$ cat config.mk
export PLATFORM = sky130hd
export DESIGN_NAME = sprite_column_move_with_clipping_flat
export DESIGN_NICKNAME = d
export VERILOG_FILES = /design/src/rtl/core/scm_pkg.sv /design/src/rtl/core/scm_req_if.sv /design/src/rtl/core/scm_rsp_if.sv /design/src/rtl/core/sprite_column_move_with_clipping.sv /design/src/flat_wrapper.sv
export SDC_FILE = /design/constraint.sdc
export NUM_CORES = 1
export LEC_CHECK = 0
export BUFFER_PORTS_ARGS = -buffer_cell sky130_fd_sc_hd__buf_2
export CAP_MARGIN = 0
export CORE_MARGIN = 5
export CORE_UTILIZATION = 30
export CTS_CLUSTER_DIAMETER = 60
export CTS_CLUSTER_SIZE = 40
export DETAILED_ROUTE_END_ITERATION = 8
export PLACE_DENSITY_LB_ADDON = 0.1
export SYNTH_ARGS = -nofsm -noshare
export SYNTH_HDL_FRONTEND = slang
export SYNTH_SLANG_ARGS = --single-unit
$ cat constraint.sdc
create_clock -name clock -period 10.27 [get_ports clock]
set_input_delay 0 -clock clock [delete_from_list [all_inputs] [get_ports clock]]
set_output_delay 0 -clock clock [all_outputs]
set_load 0.05 [all_outputs]
$ cat src/rtl/core/scm_pkg.sv
// Shared constants and types for the sprite column move block.
package scm_pkg;

   // Column geometry and sprite limits
   localparam int COLUMN_ROWS     = 96;
   localparam int MAX_SPRITE_ROWS = 32;

   // Derived widths
   localparam int ROW_ADDR_W  = $clog2(COLUMN_ROWS);
   localparam int CNT_W       = $clog2(MAX_SPRITE_ROWS + 1);
   localparam int POS_W       = 10;
   localparam int DATA_W      = 8;
   localparam int ROW_W       = 8;
   localparam int READ_ROW_W  = 7;
   localparam int HEIGHT_W    = 6;
   localparam int CSR_DATA_W  = 64;
   localparam int CSR_INDEX_W = 3;
   localparam int BITMAP_REGS = 4;
   localparam int WIDE_W      = 16;

   // Request opcodes
   localparam logic OP_MOVE = 1'b0;
   localparam logic OP_READ = 1'b1;

   // Configuration register indexes
   typedef enum logic [CSR_INDEX_W-1:0] {
      CSR_SPRITE_HEIGHT = 3'd0,
      CSR_BITMAP_0      = 3'd1,
      CSR_BITMAP_1      = 3'd2,
      CSR_BITMAP_2      = 3'd3,
      CSR_BITMAP_3      = 3'd4
   } csr_index_type;

   // Sequencer states
   typedef enum logic [2:0] {
      ST_IDLE,
      ST_CLEAR,
      ST_DRAW,
      ST_READ,
      ST_FINISH
   } state_type;

endpackage

$ cat src/rtl/core/scm_req_if.sv
// Request channel: valid/ready handshake with move and read fields.
interface scm_req_if;
   import scm_pkg::*;

   logic                         valid;
   logic                         ready;
   logic                         op;
   logic signed [ROW_W-1:0]      new_row;
   logic                         force_req;
   logic        [READ_ROW_W-1:0] read_row;

   modport source (output valid, output op, output new_row, output force_req,
                   output read_row, input ready);
   modport sink   (input valid, input op, input new_row, input force_req,
                   input read_row, output ready);
endinterface

$ cat src/rtl/core/scm_rsp_if.sv
// Response channel: valid/ready handshake with row data and move flag.
interface scm_rsp_if;
   import scm_pkg::*;

   logic              valid;
   logic              ready;
   logic [DATA_W-1:0] row_data;
   logic              moved;

   modport source (output valid, output row_data, output moved, input ready);
   modport sink   (input valid, input row_data, input moved, output ready);
endinterface

$ cat src/rtl/core/sprite_column_move_with_clipping.sv
// A read goes via ST_READ and ST_FINISH to its response; a move walks ST_CLEAR and ST_DRAW
// over h rows each, where h is the sprite height clamped to 32, one column write per cycle
// through one adder. A skipped move (same row, no force) goes straight to ST_FINISH. One item
// is in work at a time; a finished response may wait in the output register while the next
// request is taken. Reset (synchronous, active high) clears the column to zero through per-row
// valid bits, the sprite position and all configuration registers; no clearing pass is needed.
module sprite_column_move_with_clipping (
   input  logic                               clock,
   input  logic                               reset,
   scm_req_if.sink                            req_chan,
   scm_rsp_if.source                          rsp_chan,
   input  logic                               csr_we,
   input  logic [scm_pkg::CSR_INDEX_W-1:0]    csr_index,
   input  logic [scm_pkg::CSR_DATA_W-1:0]     csr_wdata
);
   import scm_pkg::*;

   // Configuration registers
   logic [HEIGHT_W-1:0]   height_ff;
   logic [CSR_DATA_W-1:0] bitmap_ff [BITMAP_REGS];

   // Sequencer and working registers
   state_type                   state_ff, state_in;
   logic signed [ROW_W-1:0]     current_row_ff, current_row_in;
   logic signed [ROW_W-1:0]     target_ff, target_in;
   logic        [CNT_W-1:0]     cnt_ff, cnt_in;
   logic        [CNT_W-1:0]     h_ff, h_in;
   logic                        is_read_ff, is_read_in;
   logic                        moved_res_ff, moved_res_in;
   logic        [ROW_ADDR_W-1:0] rd_addr_ff, rd_addr_in;
   logic                        rd_ok_ff, rd_ok_in;

   // Output register
   logic              rsp_valid_ff, rsp_valid_in;
   logic [DATA_W-1:0] rsp_data_ff, rsp_data_in;
   logic              rsp_moved_ff, rsp_moved_in;

   // Column memory with per-row valid bits
   logic [DATA_W-1:0]      column_mem [COLUMN_ROWS];
   logic [COLUMN_ROWS-1:0] row_valid_ff;
   logic [DATA_W-1:0]      mem_q_ff;
   logic                   valid_q_ff;

   // Shared position unit
   logic signed [ROW_W-1:0] base_row;
   logic signed [POS_W-1:0] pos;
   logic                    pos_in_range;
   logic                    last_step;
   logic                    mem_we;
   logic [ROW_ADDR_W-1:0]   wr_addr;
   logic [DATA_W-1:0]       wr_data;
   logic [DATA_W-1:0]       bitmap_byte;
   logic [CNT_W-1:0]        h_eff;
   logic [WIDE_W-1:0]       rd_wide;
   logic                    req_xfer;
   logic                    out_free;

   assign req_xfer = req_chan.valid && req_chan.ready;
   assign out_free = !rsp_valid_ff || rsp_chan.ready;

   // Configuration writes
   always_ff @(posedge clock) begin
      if (reset) begin
         height_ff <= '0;
         for (int k = 0; k < BITMAP_REGS; k++) begin
            bitmap_ff[k] <= '0;
         end
      end else if (csr_we) begin
         unique case (csr_index) inside
            CSR_SPRITE_HEIGHT: begin
               height_ff <= csr_wdata[HEIGHT_W-1:0];
            end
            CSR_BITMAP_0, CSR_BITMAP_1, CSR_BITMAP_2, CSR_BITMAP_3: begin
               bitmap_ff[2'(csr_index - CSR_BITMAP_0)] <= csr_wdata;
            end
            default: begin
            end
         endcase
      end
   end

   // Height clamp and read address decode
   always_comb begin
      if (height_ff > HEIGHT_W'(MAX_SPRITE_ROWS)) begin
         h_eff = CNT_W'(MAX_SPRITE_ROWS);
      end else begin
         h_eff = CNT_W'(height_ff);
      end
      rd_wide = WIDE_W'(req_chan.read_row);
   end

   // Shared adder: row under the counter, clipped to the column
   always_comb begin
      base_row     = (state_ff == ST_CLEAR) ? current_row_ff : target_ff;
      pos          = POS_W'(base_row) + $signed(POS_W'(cnt_ff));
      pos_in_range = (pos >= 0) && (pos < POS_W'(COLUMN_ROWS));
      last_step    = (cnt_ff == h_ff - CNT_W'(1));
      bitmap_byte  = bitmap_ff[cnt_ff[4:3]][{cnt_ff[2:0], 3'b000} +: DATA_W];
      wr_addr      = pos[ROW_ADDR_W-1:0];
   end

   // Sequencer next state and outputs
   always_comb begin
      state_in       = state_ff;
      current_row_in = current_row_ff;
      target_in      = target_ff;
      cnt_in         = cnt_ff;
      h_in           = h_ff;
      is_read_in     = is_read_ff;
      moved_res_in   = moved_res_ff;
      rd_addr_in     = rd_addr_ff;
      rd_ok_in       = rd_ok_ff;
      rsp_valid_in   = rsp_valid_ff && !rsp_chan.ready;
      rsp_data_in    = rsp_data_ff;
      rsp_moved_in   = rsp_moved_ff;
      mem_we         = 1'b0;
      wr_data        = '0;
      req_chan.ready = 1'b0;

      unique case (state_ff)
         ST_IDLE: begin
            req_chan.ready = 1'b1;
            if (req_chan.valid) begin
               target_in  = req_chan.new_row;
               rd_addr_in = rd_wide[ROW_ADDR_W-1:0];
               rd_ok_in   = rd_wide < WIDE_W'(COLUMN_ROWS);
               h_in       = h_eff;
               cnt_in     = '0;
               if (req_chan.op == OP_READ) begin
                  is_read_in   = 1'b1;
                  moved_res_in = 1'b0;
                  state_in     = ST_READ;
               end else begin
                  is_read_in = 1'b0;
                  if (req_chan.new_row == current_row_ff && !req_chan.force_req) begin
                     moved_res_in = 1'b0;
                     state_in     = ST_FINISH;
                  end else begin
                     moved_res_in = 1'b1;
                     if (h_eff == '0) begin
                        current_row_in = req_chan.new_row;
                        state_in       = ST_FINISH;
                     end else begin
                        state_in = ST_CLEAR;
                     end
                  end
               end
            end
         end
         ST_CLEAR: begin
            mem_we  = pos_in_range;
            wr_data = '0;
            if (last_step) begin
               cnt_in   = '0;
               state_in = ST_DRAW;
            end else begin
               cnt_in = cnt_ff + CNT_W'(1);
            end
         end
         ST_DRAW: begin
            mem_we  = pos_in_range;
            wr_data = bitmap_byte;
            if (last_step) begin
               current_row_in = target_ff;
               state_in       = ST_FINISH;
            end else begin
               cnt_in = cnt_ff + CNT_W'(1);
            end
         end
         ST_READ: begin
            // registered memory read completes at the end of this cycle
            state_in = ST_FINISH;
         end
         ST_FINISH: begin
            if (out_free) begin
               rsp_valid_in = 1'b1;
               rsp_moved_in = moved_res_ff;
               if (is_read_ff && rd_ok_ff && valid_q_ff) begin
                  rsp_data_in = mem_q_ff;
               end else begin
                  rsp_data_in = '0;
               end
               state_in = ST_IDLE;
            end
         end
         default: begin
            state_in = ST_IDLE;
         end
      endcase
   end

   // Control registers
   always_ff @(posedge clock) begin
      if (reset) begin
         state_ff       <= ST_IDLE;
         current_row_ff <= '0;
         rsp_valid_ff   <= 1'b0;
         row_valid_ff   <= '0;
      end else begin
         state_ff       <= state_in;
         current_row_ff <= current_row_in;
         rsp_valid_ff   <= rsp_valid_in;
         if (mem_we) begin
            row_valid_ff[wr_addr] <= 1'b1;
         end
      end
   end

   // Payload registers
   always_ff @(posedge clock) begin
      target_ff    <= target_in;
      cnt_ff       <= cnt_in;
      h_ff         <= h_in;
      is_read_ff   <= is_read_in;
      moved_res_ff <= moved_res_in;
      rd_addr_ff   <= rd_addr_in;
      rd_ok_ff     <= rd_ok_in;
      rsp_data_ff  <= rsp_data_in;
      rsp_moved_ff <= rsp_moved_in;
      valid_q_ff   <= row_valid_ff[rd_addr_ff];
   end

   // Column memory: one write and one registered read per cycle
   always_ff @(posedge clock) begin
      if (mem_we) begin
         column_mem[wr_addr] <= wr_data;
      end
      mem_q_ff <= column_mem[rd_addr_ff];
   end

   assign rsp_chan.valid    = rsp_valid_ff;
   assign rsp_chan.row_data = rsp_data_ff;
   assign rsp_chan.moved    = rsp_moved_ff;

`ifndef SYNTHESIS
   // Column writes only happen while clearing or drawing
   assert property (@(posedge clock) disable iff (reset)
      mem_we |-> (state_ff == ST_CLEAR || state_ff == ST_DRAW))
      else $error("column write outside clear/draw");

   // One item at a time: no request taken in the cycle after a transfer
   assert property (@(posedge clock) disable iff (reset)
      req_xfer |=> !req_chan.ready)
      else $error("request accepted while busy");

   // Reads never report a move, moves never carry row data
   assert property (@(posedge clock) disable iff (reset)
      rsp_chan.valid |-> !(rsp_chan.moved && rsp_chan.row_data != '0))
      else $error("response carries both data and move");

   // Step counter stays below the clamped height while walking rows
   assert property (@(posedge clock) disable iff (reset)
      (state_ff == ST_CLEAR || state_ff == ST_DRAW) |-> (cnt_ff < h_ff))
      else $error("row counter past sprite height");

   // A pending response is never overwritten before it is taken
   assert property (@(posedge clock) disable iff (reset)
      (rsp_chan.valid && !rsp_chan.ready) |=> $stable(rsp_data_ff))
      else $error("pending response overwritten");
`endif

endmodule

$ cat src/flat_wrapper.sv
// flat-port wrapper written by rule: the top's interface ports become plain ports
module sprite_column_move_with_clipping_flat import scm_pkg::*;
  (clock, reset, csr_we, csr_index, csr_wdata, req_chan_valid, req_chan_op, req_chan_new_row, req_chan_force_req, req_chan_read_row, req_chan_ready, rsp_chan_valid, rsp_chan_row_data, rsp_chan_moved, rsp_chan_ready);
  scm_req_if req_chan_i ();
  scm_rsp_if rsp_chan_i ();
  input  logic clock;
  input  logic reset;
  input  logic csr_we;
  input  logic [scm_pkg::CSR_INDEX_W-1:0] csr_index;
  input  logic [scm_pkg::CSR_DATA_W-1:0] csr_wdata;
  input wire logic [$bits(req_chan_i.valid)-1:0] req_chan_valid;
  input wire logic [$bits(req_chan_i.op)-1:0] req_chan_op;
  input wire logic [$bits(req_chan_i.new_row)-1:0] req_chan_new_row;
  input wire logic [$bits(req_chan_i.force_req)-1:0] req_chan_force_req;
  input wire logic [$bits(req_chan_i.read_row)-1:0] req_chan_read_row;
  output wire logic [$bits(req_chan_i.ready)-1:0] req_chan_ready;
  output wire logic [$bits(rsp_chan_i.valid)-1:0] rsp_chan_valid;
  output wire logic [$bits(rsp_chan_i.row_data)-1:0] rsp_chan_row_data;
  output wire logic [$bits(rsp_chan_i.moved)-1:0] rsp_chan_moved;
  input wire logic [$bits(rsp_chan_i.ready)-1:0] rsp_chan_ready;
  assign req_chan_i.valid = req_chan_valid;
  assign req_chan_i.op = req_chan_op;
  assign req_chan_i.new_row = req_chan_new_row;
  assign req_chan_i.force_req = req_chan_force_req;
  assign req_chan_i.read_row = req_chan_read_row;
  assign req_chan_ready = req_chan_i.ready;
  assign rsp_chan_valid = rsp_chan_i.valid;
  assign rsp_chan_row_data = rsp_chan_i.row_data;
  assign rsp_chan_moved = rsp_chan_i.moved;
  assign rsp_chan_i.ready = rsp_chan_ready;
  sprite_column_move_with_clipping u_core (.clock(clock), .reset(reset), .req_chan(req_chan_i), .rsp_chan(rsp_chan_i), .csr_we(csr_we), .csr_index(csr_index), .csr_wdata(csr_wdata));
endmodule
# Word level (Yosys, flattened, before mapping)
# Memories as Yosys holds them, arrays and structs flattened. A register that Yosys moved wholly into a read port is not among the register bits.
# Cells that the tools add are included.
[op_classes]
eq_ne = 18
bitwise = 1
n_addsub = 4
n_reduce_logical = 24
shifts = 1
magnitude_cmp = 7
muxes = 43
[op_table]
columns = ["cell", "n"]
rows = [
  ["96-bit OR", 1],
  ["64-bit two-way mux", 1],
  ["64-bit OR reduction", 1],
  ["64-bit by 7-bit indexed part select with 8-bit output", 1],
  ["8-bit two-way mux", 7],
  ["6-bit two-way mux", 4],
  ["3-bit two-way mux", 7],
  ["6-bit case mux with 3 select lines", 1],
  ["1-bit two-way mux", 17],
  ["7-bit by 8-bit < comparator with 1-bit output, second input constant", 2],
  ["8-bit case mux with 2 select lines", 1],
  ["3-bit case mux with 5 select lines", 1],
  ["3-bit by 2-bit equality test with 1-bit output, second input constant", 4],
  ["8-bit by 7-bit adder with 9-bit output", 1],
  ["9-bit by 1-bit greater-or-equal comparator with 1-bit output, second input constant", 1],
  ["9-bit by 8-bit < comparator with 1-bit output, second input constant", 1],
  ["8-bit equality test", 1],
  ["2-bit by 1-bit inequality test with 1-bit output, second input constant", 4],
  ["2-bit inequality test, second input constant", 4],
  ["1-bit binary-select mux with 7-bit select", 1],
  ["1-bit demux with 7-bit select", 1],
  ["7-bit by 1-bit greater-or-equal comparator with 1-bit output, second input constant", 1],
  ["7-bit < comparator, second input constant", 1],
  ["6-bit by 1-bit adder with 6-bit output, second input constant", 1],
  ["20 further kinds", 33],
]
[word_totals]
ram_bits = 1024
regBits = 154
memories = 2
word_cells = 115
out_inout_bits = 11
[memory_table]
columns = ["name", "words", "word_bits", "read_ports", "rd_clocked_by_memory_dff", "wr", "line_no", "text"]
rows = [
  ["u_core.column_mem", 96, 8, 1, 1, 1, "sprite_column_move_with_clipping.sv:39", "logic [DATA_W-1:0] column_mem [COLUMN_ROWS];"],
  ["u_core.bitmap_ff", 4, 64, 1, 1, 4, "sprite_column_move_with_clipping.sv:20", "logic [CSR_DATA_W-1:0] bitmap_ff [BITMAP_REGS];"],
]

# Logic depth before layout (Yosys ltp)
# Gate-level depths: netlist (run 1).
[depth]
word_depth = 8
mapped_depth = 12
ltp_nobuf = 10

# Worst setup path before layout (run 1)
# OpenSTA, ideal clock, no wires.
[synth_timing]
path_kind = "input to register"
startpoint = "input csr_index[0] in the netlist's numbering"
endpoint = "memory u_core.bitmap_ff[3][0] (enable)"
setup_time_ps = 582
required_ps = 9688
arrival_time_ps = 5158
path_stages = 3
setup_slack_ps = 4530
path_cell_list = "inv_1 -> ha_1 -> o31ai_1"
[synth_rtl]
columns = ["item", "line_no", "text"]
rows = [
  ["start, declared", "flat_wrapper.sv:9", "input logic [scm_pkg::CSR_INDEX_W-1:0] csr_index;"],
  ["end, declared", "sprite_column_move_with_clipping.sv:20", ""],
]

# Worst setup path in the final report (run 1)
[layout_timing]
startpoint = "register u_core.state_ff[0]"
endpoint = "memory u_core.column_mem[93][6] (enable)"
[layout_via]
elab_chain_cells = 8
word_cells_on_any_way = 11
[layout_lines]
columns = ["item", "line_no", "text"]
rows = [
  ["start, declared", "sprite_column_move_with_clipping.sv:23", "state_type state_ff, state_in;"],
  ["start signal, assigned", "sprite_column_move_with_clipping.sv:200", "state_ff <= state_in;"],
  ["3-bit by 1-bit equality test with 1-bit output", "sprite_column_move_with_clipping.sv:94, sprite_column_move_with_clipping.sv:120", ""],
  ["8-bit two-way mux", "sprite_column_move_with_clipping.sv:94", "base_row = (state_ff == ST_CLEAR) ? current_row_ff : target_ff;"],
  ["8-bit by 7-bit adder with 9-bit output", "sprite_column_move_with_clipping.sv:95", "pos = POS_W'(base_row) + $signed(POS_W'(cnt_ff));"],
  ["9-bit by 1-bit greater-or-equal comparator with 1-bit output or 9-bit by 8-bit < comparator with 1-bit output (tied branches)", "sprite_column_move_with_clipping.sv:96", "pos_in_range = (pos >= 0) && (pos < POS_W'(COLUMN_ROWS));"],
  ["1-bit logical AND", "sprite_column_move_with_clipping.sv:96", ""],
  ["1-bit two-way mux", "sprite_column_move_with_clipping.sv:120", "unique case (state_ff)"],
  ["1-bit two-way mux", "sprite_column_move_with_clipping.sv:225", "if (mem_we) begin"],
  ["1-bit two-way mux (not written as such)", "sprite_column_move_with_clipping.sv:226", "column_mem[wr_addr] <= wr_data;"],
  ["end, declared", "sprite_column_move_with_clipping.sv:39", ""],
]
# Parallel ways exist; a longest one is shown, timed or not.

==> results of run 1 <==
==> routing by layer <==
layer / vias to the layer above / GRT usage, %
met5: - / 0
met4: 2 / 3.87
met3: 140 / 2.13
met2: 614 / 27.0
met1: 13432 / 22.0
li1: 10975 / -
==> critical path: cells and delay by family, from the launching register on <==
kind            cells  cell delay, ns
simple gates        2            1.35
compound gates      5            1.17
fa+ha+maj           2            0.73
buf+inv             2            0.61
flops               1            0.50
mux                 1            0.36
==> power breakdown <==
part	switching, mW	internal (mW)	leakage, nW
sequential	0.160	5.83	10.9
combinational	2.79	1.19	5.30
clock	2.02	2.25	1.81
total	4.97	9.27	18.0
==> worst min-delay path by stage <==
stage / to / slack, ns / cells after the start
finish: u_core.rd_addr_ff[0] / 0.06 / 2
global route: u_core.rd_addr_ff[6] / 0.05 / 2
CTS: u_core.bitmap_ff[0][62] / 0.006 / 3
detailed placement: u_core.rd_addr_ff[2] / 0.18 / 1
global placement: u_core.rd_addr_ff[2] / 0.18 / 1
floorplan: u_core.is_read_ff / 0.1 / 0
==> layout make-up <==
type / count / area [sq um] / area share (%)
diodes: 5 / 12.5 / 0.0222
clock inverters: 83 / 951 / 1.69
clock buffers: 125 / 2810 / 4.99
multi-input cells: 1244 / 13400 / 23.8
well taps: 2160 / 2700 / 4.80
flip-flops and latches: 1188 / 34400 / 61.2
repair buffers: 242 / 1830 / 3.25
inverters: 37 / 139 / 0.247
==> layout by cell type, fill, tap and decap left out, types with 8 or more instances in the layout <==
cell / Yosys / final
a21oi_1: 23 / 23
a22oi_1: 14 / 14
a31o_2: 8 / 8
and2_1: 270 / 269
buf_2: 38 / 99
buf_4: 5 / 47
bufinv_16: 0 / 8
clkbuf_1: 110 / 14
clkbuf_16: 0 / 109
clkinv_1: 1 / 8
clkinv_2: 0 / 13
clkinvlp_4: 0 / 10
dfxtp_1: 125 / 123
dlygate4sd3_1: 0 / 94
edfxtp_1: 1063 / 1063
ha_1: 12 / 12
inv_1: 36 / 36
inv_6: 0 / 16
inv_8: 0 / 11
mux2_2: 13 / 13
mux2i_1: 64 / 64
mux4_2: 308 / 308
nand2_1: 52 / 46
nand3_1: 38 / 36
nor2_1: 106 / 96
nor2_4: 0 / 10
nor2b_1: 22 / 22
nor3_1: 44 / 44
o211ai_1: 11 / 11
o21ai_0: 23 / 22
o221ai_1: 11 / 11
o2bb2ai_1: 65 / 65
o32ai_1: 22 / 22
xnor2_1: 14 / 14
xor2_1: 17 / 17
==> kinds of logic after synthesis <==
family	count (synthesis)	share of synthesized area, %
AO/OA/AOI/OAI	233	3.82
multiplexers	385	15.9
AND/OR/NAND/NOR	582	6.72
flip-flops	1188	70.8
adder cells (fa/ha/maj)	13	0.350
buffers and inverters	215	1.89
XOR/XNOR	31	0.558
==> stage by stage <==
| step | util (%) | power, mW | worst slack [ns] | hold WS, ns | instances |
|---|---|---|---|---|---|
| floorplan | - | 8.44 | 4.53 | 0.0989 | 2647 |
| global placement | 32.1 | 10.1 | 5.30 | 0.184 | 4777 |
| detailed placement | 32.1 | 10.2 | 5.08 | 0.179 | 4777 |
| CTS | 35.0 | 14.5 | 5.12 | 0.00601 | 5079 |
| global route | 35.0 | 14.8 | 4.78 | 0.0459 | 5083 |
| finish | 35.0 | 14.2 | 5.13 | 0.0602 | 5084 |
==> sequential cells by signal (all words and copies together), names as in the netlist, 3 cells and up, named ones only <==
name,count
u_core.column_mem,768
u_core.cnt_ff,6
u_core.state_ff,3
u_core.bitmap_ff,256
u_core.row_valid_ff,96
u_core.target_ff,8
u_core.rsp_chan.row_data,8
u_core.mem_q_ff,8
u_core.height_ff,6
u_core.current_row_ff,8
u_core.rd_addr_ff,7
u_core.h_ff,6
==> metrics.md, run 1 <==
| Metric | Value |
|---|---|
| Post-synth EDFFs | `1063` |
| Cts hold-fix bufs | `94` |
| Fin crit period | `5.14 ns` |
| Detailed placement HPWL | `82100 microns` |
| Mapped Nets | `2749` |
| Hold crit path type | `in -> reg` |
| Largest stage delay, worst path | `1.12 ns` |
| First-pass GRT wire length | `198000 microns` |
| Post-route cell area | `0.0563 sq mm` |
| Post-Syn Area | `0.0486 sq mm` |
| Top routing layer in use | `met5` |
| Critical path's slowest cell | `nor3_1` |
| Syn-to-layout area delta | `15.8%` |
| R2r worst-path depth | `12` |
| PD cells | `253 mW/mm^2` |
| Postcts setup bufs | `0` |
| Starting Density | `30.2%` |
| Mapped Cells | `2647` |
| DRT iter0 DRCs | `1877` |
| Max-Cap Viols | `0` |
| Post_cts resized | `0` |
| Crit. Startpoint | `u_core.state_ff[0]` |
| Placed Area | `0.0516 sq mm` |
| Max Freq | `195 MHz` |
| Area contributors post-synth | `edfxtp_1 66%, mux4_2 14%, dfxtp_1 5.1%, and2_1 3.5%, mux2i_1 1.3%` |
| Die W | `413 microns` |
| Initial antenna violation count | `9` |
| Final Hold Viols | `0` |
| Hold Path Origin | `req_chan_read_row[0]` |
| Residual DRC | `0` |
| R2R Path Start | `u_core.state_ff[0]` |
| Clock root cell | `clkbuf_16` |
| Worst path required time | `10.60 ns` |
| Synthesis Warnings | `0` |
| Top_reg_cell synth | `edfxtp_1` |
| Post-synth top area cell | `edfxtp_1` |
| Status | `finished, final reports clean` |
| Async SR Flop Fraction | `0%` |
| Slew Viols, Final | `0` |
| Crit path top cell by count | `buf_4` |
| DR pass1 iterations | `6` |
| FILL cells | `15095` |
| Layout cells sized above 1 | `24.3%` |
| Sequential element share of the synthesized area | `70.8%` |
| Die Span Y | `413 microns` |
| FF+latch count, synth | `1188` |
| Post-route ant nets | `0` |
| Avg Synthesized Cell Area | `18.4 sq um` |
| Final net count | `2924` |
| Arr. time, crit path | `5.47 ns` |
| Critical path class | `reg -> reg` |
| Core Area | `0.161 sq mm` |
| Final period utilization | `50.0%` |
| Clock Skew | `0.0605 ns` |
| Slew headroom | `13.7%` |
| Vias per cell | `4.95` |
| I/O pin count | `100` |
| R2R Setup Slk | `5.13 ns` |
| CP startpoint kind | `flop` |
| TritonCTS clock tree | `done` |
| Total CTS buffers | `109` |
| Count of different cell masters after synthesis | `67` |
| Port Buf Inserts | `99` |
| Metal2 WL | `67500 microns` |
| Final setup fails | `0` |
| Vias in the first global route | `26862` |
| Crit end category | `flop` |
| CP Max Fanout | `64` |
| RSZ-0062 raised after global routing | `no` |
| Reg2reg end | `u_core.column_mem[93][6]` |
| Cell Rows | `147` |
| Routed vias | `25163` |
| Yosys top cell area share | `65.6%` |
| Cell with the most instances after synthesis | `edfxtp_1` |
| Clk pin slew, worst setup/hold paths | `0.06 ns` |
| Routability Congestion | `0.790` |
| GRT Residual Overflow | `0` |
| Maximum VDD drop | `0.311 mV` |
| Full die area | `0.170 sq mm` |
| Post-Route M1 WL | `60900 microns` |
| Leak Pwr | `18.0 nW` |
| Number of H-tree levels | `3` |
| Crit path to | `u_core.column_mem[93][6]` |
| Top post-synthesis cells by count | `1063 x edfxtp_1, 308 x mux4_2, 270 x and2_1` |
| Slew @ Worst Pin | `1.28 ns` |
| Clock Path Buffers | `3` |
| All-Layer GR Usage | `16.0%` |
| WL met3 | `5390 microns` |
| Critical path cell sequence | `nor3b_1 -> buf_4 -> mux2_2 -> ha_1 -> fa_1 -> a21oi_1 -> o2bb2ai_1 -> a2111o_1 -> o211ai_4 -> a21oi_4 -> buf_4 -> nor3_1` |
| Worst-skew pair later-pin latency | `0.76 ns` |
| Largest net degree at the start of global routing | `125` |
| DRT Wirelength | `137000 microns` |
| Clk sink count | `1188` |
| TNS Setup | `0 ns` |
| Drt wl/cell | `26.9 microns` |
No activity file was read; power rests on OpenSTA's default activity.
==> run 2: changes to the inputs <==
- clock period: 10.27 -> 4.81 ns (I/O delays scaled with it)
==> run 2 against run 1 <==
  * Power increased by 120%
  * Combinational power increased by 130%
  * Register-to-register slack got worse by 5.0 ns
  * Critical path depth decreased by 3
  * Die area unchanged
  * Clock-buffer cell count decreased by 4
  * Utilization increased by 0.98 points
  * Hold slack got worse by 0.0027 ns
  * Global-route usage increased by 0.33 points
  * Largest power group unchanged
==> metrics.md, run 2 (synthesis gave the netlist of run 1 again) <==
| Metric | Value |
|---|---|
| Status | `finished, final reports clean` |
| Syn-to-layout area delta | `19.0%` |
| Clock Path Buffers | `3 (unchanged)` |
| Total CTS buffers | `115 (+5.5%)` |
| Arr. time, crit path | `5.07 ns (-0.40 ns)` |
| FILL cells | `14932 (-1.1%)` |
| Port Buf Inserts | `99 (unchanged)` |
| Biggest register | `u_core.column_mem` |
| DRT iter0 DRCs | `2056 (+9.5%)` |
| Max Freq | `213 MHz (+9.4%)` |
| Slew Viols, Final | `0 (unchanged)` |
| Clk pin slew, worst setup/hold paths | `0.08 ns (+0.02 ns)` |
| Detailed placement HPWL | `84700 microns (+3.3%)` |
| Die W | `413 microns (unchanged)` |
| Most frequent cells in the layout | `1063 x edfxtp_1, 308 x mux4_2, 269 x and2_1, 135 x buf_4, 123 x dfxtp_1` |
| Largest register FFs | `768 (unchanged)` |
| CP startpoint kind | `flop` |
| Largest net degree at the start of global routing | `97 (-22%)` |
| Dpl ws | `0.121 ns (-4.96 ns)` |
| Initial antenna violation count | `8 (-1)` |
| Worst path required time | `5.19 ns (-5.41 ns)` |
| Layout cells sized above 1 | `27.9% (+3.5 points)` |
| Crit end category | `flop` |
| Number of H-tree levels | `3 (unchanged)` |
| Final net count | `3047 (+4.2%)` |
| Leak Pwr | `18.9 nW (+4.9%)` |
| Clock root cell | `clkbuf_16` |
| RSZ-0062 raised after global routing | `yes` |
| Vias per cell | `4.91 (-0.70%)` |
| Cell Rows | `147 (unchanged)` |
| GRT Residual Overflow | `0 (unchanged)` |
| Most common cell after layout, fill and taps aside | `edfxtp_1` |
| Fin crit period | `4.69 ns (-0.443 ns)` |
| Drt wl/cell | `26.6 microns (-0.84%)` |
| Starting Density | `30.2% (unchanged)` |
| Setup WS post-layout | `0.115 ns (-5.02 ns)` |
| Slew headroom | `20.4% (+6.6 points)` |
| CP Max Fanout | `16 (-75%)` |
| Post-route ant nets | `0 (unchanged)` |
| Postcts setup bufs | `0 (unchanged)` |
| Hold crit path type | `in -> reg` |
| Placed insts | `4881 (+2.2%)` |
| DRT Wirelength | `139000 microns (+1.7%)` |
| I/O pin count | `100 (unchanged)` |
| Die Span Y | `413 microns (unchanged)` |
| Final period utilization | `97.6% (+48 points)` |
| Finished Layout Cells | `5212 (+2.5%)` |
| Final setup fails | `0 (unchanged)` |
| PD cells | `547 mW/mm^2 (+120%)` |
| Max-Cap Viols | `0 (unchanged)` |
| Routability Congestion | `0.784 (-0.78%)` |
| DR pass1 iterations | `5 (-1)` |
| Full die area | `0.170 sq mm (unchanged)` |
| Critical path class | `reg -> reg` |
| All-Layer GR Usage | `16.3% (+0.33 points)` |
| First-pass GRT wire length | `202000 microns (+1.6%)` |
| Slew @ Worst Pin | `1.19 ns (-0.0897 ns)` |
| Pwr Total | `31.7 mW (+120%)` |
| Clock Skew | `0.0486 ns (-0.0119 ns)` |
| Core Area | `0.161 sq mm (unchanged)` |
| TritonCTS clock tree | `done` |
| Clk sink count | `1188 (unchanged)` |
| Vias in the first global route | `27200 (+1.3%)` |
| Residual DRC | `0 (unchanged)` |
| Biggest regs | `u_core.column_mem (768), u_core.bitmap_ff (256), u_core.row_valid_ff (96)` |
| Worst-skew pair later-pin latency | `0.75 ns (about the same)` |
| Maximum VDD drop | `0.453 mV (+46%)` |
| Final Hold Viols | `0 (unchanged)` |
| Routed vias | `25616 (+1.8%)` |
[run 2: stage by stage]
step | instance area, sq um | hold WS (ns) | setup TNS (ns) | util, %
after floorplan | 48600 | 0.0989 | 0 | -
after global placement | 52600 | 0.230 | 0 | 32.7
after detailed placement | 52600 | 0.213 | 0 | 32.7
after CTS | 57800 | 0.00399 | 0 | 35.9
after global routing | 57900 | 0.00884 | -4.15 | 36.0
final | 57900 | 0.0575 | 0 | 36.0
[run 2: power breakdown]
part | internal, mW | switching, mW
Clock | 5.19 | 4.68
Combinational | 2.96 | 6.05
Sequential | 12.4 | 0.348
[run 2: cell type report]
cell class | instances | area, sq um | area share [%]
Clock inverter | 99 | 1280 | 2.20
Timing Repair Buffer | 359 | 2950 | 5.10
Clock buffer | 121 | 2930 | 5.06
Inverter | 37 | 139 | 0.240
Antenna cell | 4 | 10.0 | 0.0173
Multi-Input combinational cell | 1244 | 13400 | 23.2
Tap cell | 2160 | 2700 | 4.67
Sequential cell | 1188 | 34400 | 59.5
[run 2: routing by layer]
metal	vias to the layer above	track usage, %	share of wire [%]
li1	11241	-	-
met1	13594	22.1	44
met2	611	28.1	50
met3	166	2.21	3.8
met4	4	3.55	1.9
met5	-	0	0.019
[run 2: repair_timing]
| item | in CTS | in global routing |
|---|---|---|
| hold endpoints to repair | 349 | 0 |
| hold buffers | 105 | 0 |
| resized for setup | 0 | 16 |
| endpoints found under the setup margin | 0 | 138 |
[run 2: final timing paths]
path / start / endpoint / slack [ns] / cells after the start
setup reg to reg: u_core.state_ff[0] / u_core.column_mem[42][3] / 0.12 / 9
hold / removal: req_chan_read_row[4] / u_core.rd_addr_ff[4] / 0.06 / 2
setup / recovery: u_core.state_ff[0] / u_core.column_mem[42][3] / 0.12 / 9
hold reg to reg: u_core.moved_res_ff / u_core.rsp_chan.moved / 0.43 / 0
[run 2: critical path, stage by stage, from the launching register on]
cell      delay [ns]
dfxtp_1         0.52
nor3b_1         0.31
buf_4           0.24
mux2_2          0.35
ha_1            0.47
nand4_1         0.18
and3_1          0.26
xnor2_1         0.73
nand4b_4        0.56
nor2_1          0.69
==> run 3: changes to the inputs <==
- CORE_UTILIZATION: 30 -> 45
- SETUP_SLACK_MARGIN: unset -> 0.2
- clock period: 4.81 -> 4 ns (I/O delays scaled with it)
==> run 3 against run 2 <==
  * Register-to-register slack improved by 0.24 ns
  * Die area decreased by 33%
  * Critical path depth increased by 4
  * Largest power group unchanged
  * Non-clock buffer count increased by 62
  * Sequential share of layout area increased by 1.1 points
  * First-iteration DRC count increased by 18%
  * Cell count decreased by 14%
  * Fmax increased by 29%
  * Clock power increased by 4%
  * Via count increased by 1.1%
  * Power increased by 16%
  * Critical path type unchanged
==> metrics.md, run 3 (synthesis gave the netlist of run 1 again) <==
| Metric | Value |
|---|---|
| Status | `finished, final reports clean` |
| Die Span Y | `339 microns (-18%)` |
| Critical path's slowest cell | `a2111o_1` |
| TNS Setup | `0 ns (unchanged)` |
| Biggest regs | `u_core.column_mem (768), u_core.bitmap_ff (256), u_core.row_valid_ff (96)` |
| Leak Pwr | `19.0 nW (+0.18%)` |
| R2R Path Start | `u_core.state_ff[2]` |
| CP startpoint kind | `flop` |
| Crit. Startpoint | `u_core.state_ff[2]` |
| Largest stage delay, worst path | `0.45 ns (-0.28 ns)` |
| RSZ-0062 raised after global routing | `yes` |
| All-Layer GR Usage | `21.0% (+4.7 points)` |
| Clock root cell | `clkbuf_16` |
| Final net count | `3087 (+1.3%)` |
| R2R Setup Slk | `0.35 ns (+0.24 ns)` |
| I/O pin count | `100 (unchanged)` |
| Initial antenna violation count | `6 (-2)` |
| Port Buf Inserts | `99 (unchanged)` |
| Vias in the first global route | `26671 (-1.9%)` |
| Slew Viols, Final | `0 (unchanged)` |
| Critical path class | `reg -> reg` |
| GRT Residual Overflow | `0 (unchanged)` |
| DR pass1 iterations | `5 (unchanged)` |
| Hold Path Origin | `req_chan_read_row[0]` |
| Final setup fails | `0 (unchanged)` |
| Full die area | `0.115 sq mm (-33%)` |
| Syn-to-layout area delta | `16.9%` |
| Core Area | `0.107 sq mm (-33%)` |
| Hold path depth | `2 (unchanged)` |
| Vias per cell | `5.79 (+18%)` |
| Largest register FFs | `768 (unchanged)` |
| Max-Cap Viols | `0 (unchanged)` |
| Clk pin slew, worst setup/hold paths | `0.09 ns (about the same)` |
| Most frequent cells in the layout | `1063 x edfxtp_1, 308 x mux4_2, 269 x and2_1, 194 x buf_4, 123 x dfxtp_1` |
| Post-route ant nets | `0 (unchanged)` |
| Clock Skew | `0.0407 ns (-0.00787 ns)` |
| Final Hold Viols | `0 (unchanged)` |
| Setup WS post-layout | `0.354 ns (+0.239 ns)` |
| Fin crit period | `3.65 ns (-1.05 ns)` |
| Clock Path Buffers | `3 (unchanged)` |
| Layout cells sized above 1 | `28.6% (+0.74 points)` |
| Slew headroom | `28.4% (+8.1 points)` |
| Largest net degree at the start of global routing | `97 (unchanged)` |
| Max Freq | `274 MHz (+29%)` |
| TritonCTS clock tree | `done` |
| CP Max Fanout | `9 (-7)` |
| Final period utilization | `91.2% (-6.5 points)` |
| PD cells | `644 mW/mm^2 (+18%)` |
| Final core occ | `53.0% (+17 points)` |
| Cell Rows | `120 (-18%)` |
| Crit path top cell by count | `buf_4` |
| Detailed placement HPWL | `76100 microns (-10%)` |
| Crit end category | `flop` |
| Number of H-tree levels | `3 (unchanged)` |
| Hold crit path type | `in -> reg` |
| First-pass GRT wire length | `180000 microns (-11%)` |
| Maximum VDD drop | `0.417 mV (-7.9%)` |
| DRT Wirelength | `122000 microns (-12%)` |
| Critical path cell sequence | `nor3b_2 -> mux2_2 -> ha_1 -> fa_2 -> a21oi_2 -> o2bb2ai_1 -> a2111o_1 -> o211ai_4 -> buf_12 -> buf_4 -> nand4b_4 -> nor2_1 -> buf_4` |
| Slew @ Worst Pin | `1.07 ns (-0.121 ns)` |
| Biggest register | `u_core.column_mem` |
| Worst path required time | `4.39 ns (-0.80 ns)` |
| Residual DRC | `0 (unchanged)` |
| Starting Density | `45.4% (+15 points)` |
| Routability Congestion | `0.817 (+4.2%)` |
| R2r worst-path depth | `13 (+4)` |
| Reg2reg end | `u_core.column_mem[45][4]` |
| Most common cell after layout, fill and taps aside | `edfxtp_1` |
| DRT iter0 DRCs | `2419 (+18%)` |
| Min-Delay Endpoint | `u_core.rd_addr_ff[0]` |
| Dpl ws | `0.0121 ns (-0.109 ns)` |
| Drt wl/cell | `27.2 microns (+2.1%)` |
| Arr. time, crit path | `4.04 ns (-1.03 ns)` |
| Worst-skew pair later-pin latency | `0.71 ns (-0.04 ns)` |
| Routed vias | `25895 (+1.1%)` |
| Clk sink count | `1188 (unchanged)` |
| Total CTS buffers | `93 (-19%)` |
| Die W | `339 microns (-18%)` |
run 3: changes by cell type in the layout (fill, tap and decap cells not counted), sizes merged, moves of 2 or more:
cell,before,now
dlygate4sd3,105,100
diode,4,2
buf,253,321
clkinvlp,5,2
clkbuf,121,98
bufinv,8,2
clkinv,36,32
inv,87,77
run 3: per-stage QoR:
stage / hold WS, ns / area (sq um) / std cells / power, mW
after floorplan: 0.0989 / 48700 / 2647 / 21.7
after global placement: 0.179 / 52200 / 4186 / 26.4
after detailed placement: 0.180 / 52200 / 4186 / 26.5
after CTS: 0.0142 / 56800 / 4465 / 36.9
after global routing: 0.0413 / 56800 / 4469 / 38.0
final: 0.0673 / 56800 / 4469 / 36.6
run 3: what timing repair did:
| action | CTS | global route |
|---|---|---|
| cloned | 0 | 0 |
| hold buffers | 100 | 0 |
| setup endpoints to repair | 761 | 653 |
| endpoints found under the hold margin | 347 | 0 |
| buffers inserted | 5 | 2 |
| gates resized for setup | 4 | 10 |
| pin swaps | 2 | 1 |
run 3: where the power goes:
part | leakage [nW] | switching [mW] | internal (mW)
sequential | 10.9 | 0.284 | 14.9
clock | 1.70 | 5.27 | 5.01
combinational | 6.33 | 7.26 | 3.87
run 3: per-layer routing:
layer	global-route usage [%]	vias up	part of all wire, %
met5	0	-	0.021
met4	5.11	4	2.3
met3	3.93	165	6.3
met2	34.4	894	49
li1	-	11289	-
met1	29.6	13543	43
run 3: how the worst max path moves through the flow:
stage	to	slack [ns]
2_1_floorplan	u_core.column_mem[65][0]	-0.09
3_3_place_gp	u_core.column_mem[67][0]	-0.04
3_5_place_dp	u_core.column_mem[48][3]	0.01
4_1_cts	u_core.column_mem[77][3]	0.19
5_1_grt	u_core.column_mem[77][3]	0.18
6_report	u_core.column_mem[45][4]	0.35
run 3: worst max-delay path, delay by kind of cell, from the launching register on:
kind | cells | cell delay (ns)
compound gates | 4 | 0.88
fa+ha+maj | 2 | 0.64
simple gates | 3 | 0.61
buf+inv | 3 | 0.48
mux | 1 | 0.37
flops | 1 | 0.33
run 3: cell type report:
type | instances | area (sq um)
fillers | 8475 | 50400
well taps | 1403 | 1760
diodes | 2 | 5.00
repair buffers | 421 | 3500
clock buffers | 98 | 2400
clock inverters | 76 | 1130
inverters | 37 | 139
multi-input cells | 1244 | 13500
flip-flops and latches | 1188 | 34400
